[src/rtl/d1x_pkg.sv]
// ----------------------------------------------------------------------------
// d1x_pkg
// Shared types and constants of the supplicant backend state machine.
// ----------------------------------------------------------------------------
package d1x_pkg;

	// Default width of the authentication countdown.
	localparam int TIMER_BITS_DEF = 16;

	// Configuration register port.
	localparam int CFG_DATA_BITS  = 16;
	localparam int CFG_INDEX_BITS = 1;
	localparam logic [CFG_INDEX_BITS-1:0] CFG_AUTH_PERIOD   = 1'd0;
	localparam logic [CFG_INDEX_BITS-1:0] CFG_WIRELESS_PORT = 1'd1;

	// Reset value of the authentication period register.
	localparam logic [15:0] AUTH_PERIOD_RST = 16'd30;

	// Command codes of an input transaction.
	localparam logic CMD_EVAL = 1'b0;
	localparam logic CMD_TICK = 1'b1;

	// State codes as reported on the result.
	localparam logic [2:0] CODE_INIT     = 3'd0;
	localparam logic [2:0] CODE_IDLE     = 3'd1;
	localparam logic [2:0] CODE_REQUEST  = 3'd2;
	localparam logic [2:0] CODE_RESPONSE = 3'd3;
	localparam logic [2:0] CODE_RECEIVE  = 3'd4;
	localparam logic [2:0] CODE_FAIL     = 3'd5;
	localparam logic [2:0] CODE_TIMEOUT  = 3'd6;
	localparam logic [2:0] CODE_SUCCESS  = 3'd7;

	// Resting states; the transient states pass through within one step.
	typedef enum logic [3:0] {
		ST_INIT    = 4'b0001,
		ST_IDLE    = 4'b0010,
		ST_REQUEST = 4'b0100,
		ST_RECEIVE = 4'b1000
	} state_t;

	// One input transaction.
	typedef struct packed {
		logic command;
		logic init_request;
		logic abort_request;
		logic restart_request;
		logic frame_arrived;
		logic start_set;
		logic eap_failed;
		logic eap_succeeded;
		logic eap_has_response;
		logic eap_no_response;
	} in_item_t;

	// Pulses of one result transaction.
	typedef struct packed {
		logic eap_request_pulse;
		logic response_sent;
		logic fail_pulse;
		logic success_pulse;
		logic timeout_pulse;
		logic disassociate;
		logic abort_pulse;
	} pulses_t;

	// Code of a resting state.
	function automatic logic [2:0] state_code(input state_t s);
		logic [2:0] c;
		unique case (s)
			ST_INIT:    c = CODE_INIT;
			ST_IDLE:    c = CODE_IDLE;
			ST_REQUEST: c = CODE_REQUEST;
			ST_RECEIVE: c = CODE_RECEIVE;
			default:    c = CODE_IDLE;
		endcase
		return c;
	endfunction

endpackage

[src/rtl/d1x_be_next.sv]
// ----------------------------------------------------------------------------
// d1x_be_next
// Next-state logic: one evaluate step or one timer tick of the backend.
// ----------------------------------------------------------------------------
module d1x_be_next #(
	parameter int TIMER_BITS = d1x_pkg::TIMER_BITS_DEF
) (
	input  d1x_pkg::in_item_t       item,
	input  d1x_pkg::state_t         state,
	input  logic [TIMER_BITS-1:0]   countdown,
	input  logic                    frame_pending,
	input  logic                    start_pending,
	input  logic [15:0]             auth_period,
	input  logic                    wireless_port,
	output d1x_pkg::state_t         state_nxt,
	output logic [TIMER_BITS-1:0]   countdown_nxt,
	output logic                    frame_pending_nxt,
	output logic                    start_pending_nxt,
	output d1x_pkg::pulses_t        pulses
);

	logic [TIMER_BITS+15:0] period_ext;
	logic [TIMER_BITS-1:0]  period_load;
	logic                   fp;
	logic                   sp;
	logic                   global_reset;

	// The period register is masked or zero-extended to the countdown width.
	assign period_ext  = {{TIMER_BITS{1'b0}}, auth_period};
	assign period_load = period_ext[TIMER_BITS-1:0];

	// Latched pulses take effect before the transitions are tested.
	assign fp = frame_pending | item.frame_arrived;
	assign sp = start_pending | item.start_set;
	assign global_reset = item.init_request | item.abort_request | item.restart_request;

	// Transitions take the first matching condition in priority order.
	always_comb begin
		state_nxt         = state;
		countdown_nxt     = countdown;
		frame_pending_nxt = frame_pending;
		start_pending_nxt = start_pending;
		pulses            = '0;
		if (item.command == d1x_pkg::CMD_TICK) begin
			if (countdown != '0) begin
				countdown_nxt = countdown - 1'b1;
			end
		end else begin
			frame_pending_nxt = fp;
			start_pending_nxt = sp;
			if (global_reset) begin
				pulses.abort_pulse = 1'b1;
				start_pending_nxt  = 1'b0;
				state_nxt          = d1x_pkg::ST_IDLE;
			end else begin
				unique case (state)
					d1x_pkg::ST_INIT: begin
						state_nxt = d1x_pkg::ST_INIT;
					end
					d1x_pkg::ST_IDLE: begin
						if (item.eap_failed && sp) begin
							pulses.fail_pulse = 1'b1;
							start_pending_nxt = 1'b0;
						end else if (fp && sp) begin
							pulses.eap_request_pulse = 1'b1;
							countdown_nxt            = '0;
							state_nxt                = d1x_pkg::ST_REQUEST;
						end else if (item.eap_succeeded && sp) begin
							pulses.success_pulse = 1'b1;
							start_pending_nxt    = 1'b0;
						end
					end
					d1x_pkg::ST_REQUEST: begin
						if (item.eap_failed) begin
							pulses.fail_pulse = 1'b1;
							start_pending_nxt = 1'b0;
							state_nxt         = d1x_pkg::ST_IDLE;
						end else if (item.eap_no_response) begin
							countdown_nxt     = period_load;
							frame_pending_nxt = 1'b0;
							state_nxt         = d1x_pkg::ST_RECEIVE;
						end else if (item.eap_has_response) begin
							pulses.response_sent = 1'b1;
							countdown_nxt        = period_load;
							frame_pending_nxt    = 1'b0;
							state_nxt            = d1x_pkg::ST_RECEIVE;
						end else if (item.eap_succeeded) begin
							pulses.success_pulse = 1'b1;
							start_pending_nxt    = 1'b0;
							state_nxt            = d1x_pkg::ST_IDLE;
						end
					end
					d1x_pkg::ST_RECEIVE: begin
						if (item.eap_failed) begin
							pulses.fail_pulse = 1'b1;
							start_pending_nxt = 1'b0;
							state_nxt         = d1x_pkg::ST_IDLE;
						end else if (countdown == '0) begin
							pulses.timeout_pulse = 1'b1;
							pulses.disassociate  = wireless_port;
							start_pending_nxt    = 1'b0;
							state_nxt            = d1x_pkg::ST_IDLE;
						end else if (item.eap_succeeded) begin
							pulses.success_pulse = 1'b1;
							start_pending_nxt    = 1'b0;
							state_nxt            = d1x_pkg::ST_IDLE;
						end else if (fp) begin
							pulses.eap_request_pulse = 1'b1;
							countdown_nxt            = '0;
							state_nxt                = d1x_pkg::ST_REQUEST;
						end
					end
					default: begin
						start_pending_nxt = 1'b0;
						state_nxt         = d1x_pkg::ST_IDLE;
					end
				endcase
			end
		end
	end

endmodule

[src/rtl/dot1x_supplicant_backend_fsm.sv]
// ----------------------------------------------------------------------------
// dot1x_supplicant_backend_fsm
// 802.1X supplicant backend state machine with authentication countdown.
// ----------------------------------------------------------------------------
//  channel | handshake                  | payload
//  --------+----------------------------+-----------------------------------
//  in      | in_valid / in_stall        | command, request and EAP flags
//  out     | out_valid / out_stall      | state_code, pulses, countdown_now
//  config  | cfg_write_en, cfg_index    | cfg_data (16 bits)
//
//  One transaction per cycle while the output does not stall: an input
//  register feeds the step logic, and the result is registered in the
//  output register, and steps follow back to back.
//  Reset puts the machine in initialize with the countdown and flags clear.
//  A stall on the output holds the result and backs up into the input stall.
// ----------------------------------------------------------------------------
module dot1x_supplicant_backend_fsm #(
	parameter int TIMER_BITS = d1x_pkg::TIMER_BITS_DEF
) (
	input  logic                                 clk,
	input  logic                                 arst_n,
	// Configuration port.
	input  logic                                 cfg_write_en,
	input  logic [d1x_pkg::CFG_INDEX_BITS-1:0]   cfg_index,
	input  logic [d1x_pkg::CFG_DATA_BITS-1:0]    cfg_data,
	// Input channel.
	input  logic                                 in_valid,
	output logic                                 in_stall,
	input  logic                                 command,
	input  logic                                 init_request,
	input  logic                                 abort_request,
	input  logic                                 restart_request,
	input  logic                                 frame_arrived,
	input  logic                                 start_set,
	input  logic                                 eap_failed,
	input  logic                                 eap_succeeded,
	input  logic                                 eap_has_response,
	input  logic                                 eap_no_response,
	// Output channel.
	output logic                                 out_valid,
	input  logic                                 out_stall,
	output logic [2:0]                           state_code,
	output logic                                 eap_request_pulse,
	output logic                                 response_sent,
	output logic                                 fail_pulse,
	output logic                                 success_pulse,
	output logic                                 timeout_pulse,
	output logic                                 disassociate,
	output logic                                 abort_pulse,
	output logic [15:0]                          countdown_now
);

	logic [15:0]             auth_period_q;
	logic                    wireless_port_q;
	d1x_pkg::state_t         state_q;
	logic [TIMER_BITS-1:0]   countdown_q;
	logic                    frame_pending_q;
	logic                    start_pending_q;
	logic                    valid_s1;
	d1x_pkg::in_item_t       item_s1;
	d1x_pkg::in_item_t       item_in;
	logic                    out_valid_q;
	logic                    advance;
	logic                    load_s1;
	d1x_pkg::state_t         state_nxt;
	logic [TIMER_BITS-1:0]   countdown_nxt;
	logic                    frame_pending_nxt;
	logic                    start_pending_nxt;
	d1x_pkg::pulses_t        pulses_nxt;
	d1x_pkg::pulses_t        pulses_q;
	logic [2:0]              code_q;
	logic [TIMER_BITS+15:0]  countdown_ext;
	logic [15:0]             countdown_q16;

	// Configuration registers.
	always_ff @(posedge clk or negedge arst_n) begin
		if (!arst_n) begin
			auth_period_q   <= d1x_pkg::AUTH_PERIOD_RST;
			wireless_port_q <= 1'b0;
		end else if (cfg_write_en) begin
			unique case (cfg_index)
				d1x_pkg::CFG_AUTH_PERIOD:   auth_period_q   <= cfg_data;
				d1x_pkg::CFG_WIRELESS_PORT: wireless_port_q <= cfg_data[0];
				default: ;
			endcase
		end
	end

	// Handshake: the step runs when the result register is free or emptying.
	assign advance  = !out_valid_q || !out_stall;
	assign in_stall = valid_s1 && !advance;
	assign load_s1  = in_valid && !in_stall;

	assign item_in = '{
		command:          command,
		init_request:     init_request,
		abort_request:    abort_request,
		restart_request:  restart_request,
		frame_arrived:    frame_arrived,
		start_set:        start_set,
		eap_failed:       eap_failed,
		eap_succeeded:    eap_succeeded,
		eap_has_response: eap_has_response,
		eap_no_response:  eap_no_response
	};

	// Input register.
	always_ff @(posedge clk or negedge arst_n) begin
		if (!arst_n) begin
			valid_s1 <= 1'b0;
		end else if (!in_stall) begin
			valid_s1 <= in_valid;
		end
	end

	always_ff @(posedge clk) begin
		if (load_s1) begin
			item_s1 <= item_in;
		end
	end

	// Step logic.
	d1x_be_next #(
		.TIMER_BITS (TIMER_BITS)
	) u_next (
		.item              (item_s1),
		.state             (state_q),
		.countdown         (countdown_q),
		.frame_pending     (frame_pending_q),
		.start_pending     (start_pending_q),
		.auth_period       (auth_period_q),
		.wireless_port     (wireless_port_q),
		.state_nxt         (state_nxt),
		.countdown_nxt     (countdown_nxt),
		.frame_pending_nxt (frame_pending_nxt),
		.start_pending_nxt (start_pending_nxt),
		.pulses            (pulses_nxt)
	);

	// Machine state, updated once per processed transaction.
	always_ff @(posedge clk or negedge arst_n) begin
		if (!arst_n) begin
			state_q         <= d1x_pkg::ST_INIT;
			countdown_q     <= '0;
			frame_pending_q <= 1'b0;
			start_pending_q <= 1'b0;
		end else if (valid_s1 && advance) begin
			state_q         <= state_nxt;
			countdown_q     <= countdown_nxt;
			frame_pending_q <= frame_pending_nxt;
			start_pending_q <= start_pending_nxt;
		end
	end

	// Countdown as reported: low 16 bits, zero-extended for narrow timers.
	assign countdown_ext = {16'b0, countdown_nxt};
	assign countdown_q16 = countdown_ext[15:0];

	// Result register.
	always_ff @(posedge clk or negedge arst_n) begin
		if (!arst_n) begin
			out_valid_q <= 1'b0;
		end else if (advance) begin
			out_valid_q <= valid_s1;
		end
	end

	always_ff @(posedge clk) begin
		if (valid_s1 && advance) begin
			code_q        <= d1x_pkg::state_code(state_nxt);
			pulses_q      <= pulses_nxt;
			countdown_now <= countdown_q16;
		end
	end

	assign out_valid         = out_valid_q;
	assign state_code        = code_q;
	assign eap_request_pulse = pulses_q.eap_request_pulse;
	assign response_sent     = pulses_q.response_sent;
	assign fail_pulse        = pulses_q.fail_pulse;
	assign success_pulse     = pulses_q.success_pulse;
	assign timeout_pulse     = pulses_q.timeout_pulse;
	assign disassociate      = pulses_q.disassociate;
	assign abort_pulse       = pulses_q.abort_pulse;

endmodule
[config.mk]
export PLATFORM = sky130hd
export DESIGN_NAME = dot1x_supplicant_backend_fsm
export DESIGN_NICKNAME = d
export VERILOG_FILES = /design/src/rtl/d1x_pkg.sv /design/src/rtl/d1x_be_next.sv /design/src/rtl/dot1x_supplicant_backend_fsm.sv
export SDC_FILE = /design/constraint.sdc
export NUM_CORES = 1
export LEC_CHECK = 0
export BUFFER_PORTS_ARGS = -buffer_cell sky130_fd_sc_hd__clkbuf_2
export CAP_MARGIN = 10
export CORE_ASPECT_RATIO = 0.5
export CORE_UTILIZATION = 60
export CTS_CLUSTER_DIAMETER = 40
export DETAILED_ROUTE_END_ITERATION = 10
export GPL_TIMING_DRIVEN = 1
export PLACE_DENSITY = 0.83
export SLEW_MARGIN = 20
export SYNTH_ARGS = -nofsm -noshare
export SYNTH_HDL_FRONTEND = slang
export SYNTH_SLANG_ARGS = --single-unit
[constraint.sdc]
create_clock -name clk -period 4.48 [get_ports clk]
set_input_delay 0.448 -clock clk [delete_from_list [all_inputs] [get_ports clk]]
set_output_delay 0.448 -clock clk [all_outputs]
set_load 0.03 [all_outputs]
; Word level (Yosys, flattened, before mapping)
; Index checks and enable logic that the tools add are counted.
[op_classes]
addsub = 1
reduce_logical = 20
n_mux = 65
eq_ne = 7
bitwise = 9
[op_table]
columns = operator, n
row1 = two-way mux 16 bit, 12
row2 = two-way mux 4 bit, 12
row3 = case mux 16 bit (3 select lines), 1
row4 = two-way mux 1 bit, 33
row5 = logical NOT 16 bit, 1
row6 = case mux 4 bit (4 select lines), 1
row7 = nonzero test 16 bit, 1
row8 = "subtractor 16 x 1 -> 16 bit, second input constant", 1
row9 = OR reduction 5 bit, 2
row10 = case mux 3 bit (3 select lines), 1
row11 = "equality test 4 x 1 -> 1 bit, second input constant", 2
row12 = "equality test 4 x 3 -> 1 bit, second input constant", 2
row13 = "equality test 4 bit, second input constant", 2
row14 = logical AND 1 bit, 6
row15 = case mux 2 bit (3 select lines), 1
row16 = AND reduction 2 bit, 3
row17 = NOT 1 bit, 5
row18 = "equality test 4 x 2 -> 1 bit, second input constant", 1
row19 = logical NOT 1 bit, 4
row20 = OR 1 bit, 4
row21 = case mux 1 bit (4 select lines), 1
row22 = OR reduction 4 bit, 1
row23 = two-way mux 3 bit, 1
row24 = two-way mux 2 bit, 1
row25 = 3 further kinds, 3
[totals]
register_bits = 77
elab_cells = 129

; Longest topological paths before layout
[logic_depth]
word_depth = 10
ltp_mapped = 10

; Modules after synthesis
; A second synthesis with hierarchy kept.
[unflattened]
cells_unflattened = 309
area_unflattened_um2 = 3865.0
[modules_own_cells]
columns = module, area_each_um2, seq_area_each_um2, n_inst, cells_each
row1 = dot1x_supplicant_backend_fsm, 2738.9, 2113.3, 1, 134
row2 = d1x_be_next, 1126.1, 0.0, 1, 175

; Worst setup path before layout
; Ideal clock, no wire load.
[synth_timing]
kind = register -> register
from = register countdown_q[0]
to = register code_q[1] (netlist: state_code[1]), data pin
n_path_buf = 2
setup_ps = 269
arrival_time_ps = 2432
path_stages_with_launch = 11
period_less_slack_ps = 2701
required_time_ps = 4211
path_slack_ps = 1779
path_cell_list = dfrtp_1 inv_1 ha_1 buf_2 or4b_4 or4_4 buf_6 a22oi_1 a2111oi_1 o21bai_1 nor3b_1
[synth_via]
elab_chain_cells = 8
elab_cells_between_ends = 10
classes_between = 3 x eq/ne / 6 x mux / 1 x reduce/logical
[synth_rtl]
columns = item, line_no
row1 = from (decl), dot1x_supplicant_backend_fsm.sv:56  ; logic [TIMER_BITS-1:0] countdown_q;
row2 = from (signal assigned), dot1x_supplicant_backend_fsm.sv:149  ; countdown_q <= countdown_nxt;
row3 = logical NOT 16 bit *, d1x_be_next.sv:98  ; end else if (countdown == '0) begin
row4 = two-way mux 4 bit *, d1x_be_next.sv:98
row5 = two-way mux 4 bit *, d1x_be_next.sv:94  ; if (item.eap_failed) begin
row6 = case mux 4 bit (4 select lines) *, d1x_be_next.sv:56  ; unique case (state)
row7 = two-way mux 4 bit *, d1x_be_next.sv:51  ; if (global_reset) begin
row8 = two-way mux 4 bit *, d1x_be_next.sv:44  ; if (item.command == d1x_pkg::CMD_TICK) begin
row9 = equality test 4 bit (tied with other cells), d1x_pkg.sv:69  ; unique case (s)
row10 = case mux 3 bit (3 select lines) *, d1x_pkg.sv:69
row11 = to (signal assigned), dot1x_supplicant_backend_fsm.sv:170  ; code_q <= d1x_pkg::state_code(state_nxt);
row12 = to (decl), dot1x_supplicant_backend_fsm.sv:71  ; logic [2:0] code_q;
; Mark *: on every way between the ends. The rest lies on a longest branch, timed or not.
; A chain may end at the register's enable or synchronous reset.

; Worst setup path after layout
[layout_timing]
from = register countdown_q[0]
to = register countdown_now[5], data pin
[layout_via]
elab_chain_cells = 6
elab_cells_between_ends = 9
classes_between = 1 x add/sub / 6 x mux / 2 x reduce/logical
[layout_rtl]
columns = item, line_no
row1 = branches (longest 5 deep; another with subtractor 16 x 1 -> 16 bit), n/a
row2 = two-way mux 16 bit *, d1x_be_next.sv:44
row3 = net countdown_nxt[5], dot1x_supplicant_backend_fsm.sv:66  ; logic [TIMER_BITS-1:0] countdown_nxt;
row4 = to (signal assigned), dot1x_supplicant_backend_fsm.sv:172  ; countdown_now <= countdown_q16;
row5 = to (decl), dot1x_supplicant_backend_fsm.sv:50  ; output logic [15:0] countdown_now
; Mark *: on every way through the listed nets, which the timed path passes.

==> results.cfg <==
[placed_design]
hpwl_um = 7750
place_inst = 576
io_buffers = 59
place_congestion = 0.928

[worst_setup_path]
cpPeakStageDelay_ns = 0.55
critPathSlowestCell = or4b_4
crit_chain = inv_1 > ha_1 > or4b_4 > nor4_4 > o21ai_1 > a211oi_1 > a211oi_1 > a21oi_1
critPathBufInv = 1
path_class = flop to flop
start_kind = flop
arrival_ns = 3.32
cp.required_ns = 4.67
r2r-start = countdown_q[0]
path_common_cell = a211oi_1
critPathTopFamily = compound AO/OA/AOI/OAI gates
end_kind = flop
crit_path_start = countdown_q[0]
rrSetupSlack_ns = 1.35
cp_max_fo = 13

[cts]
numCtsBuffers = 9
postCtsSetupBuffers = 0
htree_levels = 3
postCtsHoldBufs = 0
clock_path_buffers = 2
cts.sinks = 77
cts_resized = 0
clock_latency_ns = 0.34
path_clk_slew_ns = 0.05
cts_tree = built
root_buffer = clkbuf_16

[floorplanning]
fp.dieH_um = 62.4
core_area_mm2 = 0.00686
die_w_um = 123
die_area_mm2 = 0.00766
rows = 21
start_util = 0.638
io_pins = 60

[routing]
totalWireLength_um = 11300
wl_per_cell_um = 19.1
firstDrtPassIters = 5
ant_nets = 0
vias = 3890
avgViaCountPerCell = 6.57
dr.first_iter.drc_count = 405
drc = 0

[power_and_ir_drop]
power_switching_w = 0.000697
ir_worst_vdd_mv = 0.264
p_int_w = 0.00144
clockPowerShare = 0.295
seq_power_share = 0.463
comb_power_share = 0.241
p_per_area_mw_per_mm2 = 429
p_leak_nw = 1.91
p_sw_frac = 0.326
power.total_w = 0.00214

[synth]
synthFlopType = edfxtp_1
syn_area_mm2 = 0.00438
async_reset_ff_frac = 0.532
synth.area.top_cells = edfxtp_1 (25%), dfrtp_1 (21%), mux2_2 (4.6%)
synth_top_area_cell = edfxtp_1
avgSynthCellArea_um2 = 9.79
synth.most_common_cell = nand2_1
synthDominantCellAreaShare = 0.247
ys_types = 69
synth_edf_count = 36
synth-seq-cells = 77
synth.yosys.seq_area_share = 0.483
synth_nets = 480
synth_commonest_cells = nand2_1 (48), nor2_1 (39), dfrtp_1 (36), edfxtp_1 (36), o21ai_0 (30)
ys_warn_count = 0
synth_cells = 447

[timing]
hold_violations = 0
fin_tns_setup_ns = 0
rsz0062_at_grt = false
period_share = 0.699
layout_min_cycle_time_ns = 3.13
clock_skew_ns = 0.00753
worst_slew_pin_slew_ns = 1.09
fmax_mhz = 320
setup_violations = 0
drv_slew = 0
slew_headroom = 0.266

[finish]
nFillCells = 522
antenna_cells = 0
finalNonFillerCells = 592
syn2layout_area_growth_pct = 14.1
nNetsFinal = 528
drive_above_1_share = 0.234

[global_route]
grt_pass1_vias = 3422
grtUsageTotal = 0.314
antenna_found_initial = 0
overflow = 0
grt_first_pass_wirelength_um = 17800
grt_max_degree = 44

[outcome]
status = finished clean

[hold_path]
hold_class = primary input to asynchronous set/reset pin

[run]
drv_cap = 0
==> kinds of logic after synthesis <==
kind of cell               synth area share
AOI/OAI and AO/OA                     0.214
xor gates and xnor gates             0.0100
adders and majority gates           0.00286
buffers and inverters                0.0383
DFF                                   0.483
muxes                                0.0612
and+or+nand+nor                       0.190
==> power by group through the flow <==
| stage | registers [W] | logic, W | clock network [W] |
|---|---|---|---|
| floorplan | 0.000999 | 0.000362 | 0 |
| global placement | 0.000997 | 0.000492 | 0 |
| detailed placement | 0.00100 | 0.000504 | 0 |
| CTS | 0.000987 | 0.000510 | 0.000640 |
| global route | 0.00101 | 0.000560 | 0.000669 |
| finish | 0.000991 | 0.000517 | 0.000633 |
==> through the flow <==
step,hold slack (ns),util,area [um^2],setup WS [ns]
floorplan,0.152,-,4380,1.78
global placement,0.482,0.691,4740,1.57
detailed placement,0.489,0.691,4740,1.44
CTS,0.277,0.728,4990,1.43
global route,0.276,0.728,4990,1.14
finish,0.280,0.728,4990,1.35
==> worst register-to-register path, stage by stage (launching register included) <==
cell and delay, ns:
dfrtp_1 0.42, inv_1 0.10, ha_1 0.32, or4b_4 0.55, nor4_4 0.41, o21ai_1 0.46
a211oi_1 0.51, a211oi_1 0.09, a21oi_1 0.13
==> placed cells by master (no fill, tap or decap), types with 7 or more instances in the layout <==
master and n:
nor3_1 9, a211oi_1 10, a21oi_1 26, clkbuf_2 58, o21ai_0 30, inv_1 10
nand3_1 13, dfrtp_1 36, buf_4 9, o211ai_1 7, nand4_1 7, mux2_2 18
a31oi_1 10, nor2_1 39, clkbuf_16 9, edfxtp_1 36, o21ai_1 8, nand2_1 48
==> registers in the layout (all words and copies together), names as in the netlist, 3 cells and up <==
name	flops
countdown_now	16
auth_period_q	16
state_code	3
countdown_q	16
item_s1	10
state_q	4
==> worst paths after layout <==
| kind | to | depth (start not counted) |
|---|---|---|
| setup / recovery | countdown_now[5] | 8 |
| hold / removal | auth_period_q[8] | 1 |
| setup reg to reg | countdown_now[5] | 8 |
| hold reg to reg | out_valid | 1 |
| max in group asynchronous | state_q[2] | 1 |
| min in group clk | item_s1[6] | 1 |
==> layer usage <==
layer,GRT usage,routed length (um)
met1,0.445,4830
met2,0.461,5020
met3,0.0821,1170
met4,0.120,308
met5,0,0
==> cell type report <==
cell class / instances / area [um^2] / area share
Timing Repair Buffer: 68 / 363 / 0.0727
Tap cell: 92 / 115 / 0.0231
Sequential cell: 77 / 2110 / 0.423
Inverter: 10 / 37.5 / 0.00752
Multi-Input combinational cell: 329 / 2110 / 0.423
Clock buffer: 13 / 240 / 0.0481
Clock inverter: 3 / 12.5 / 0.00251
Power figures use the tool's default switching activity.
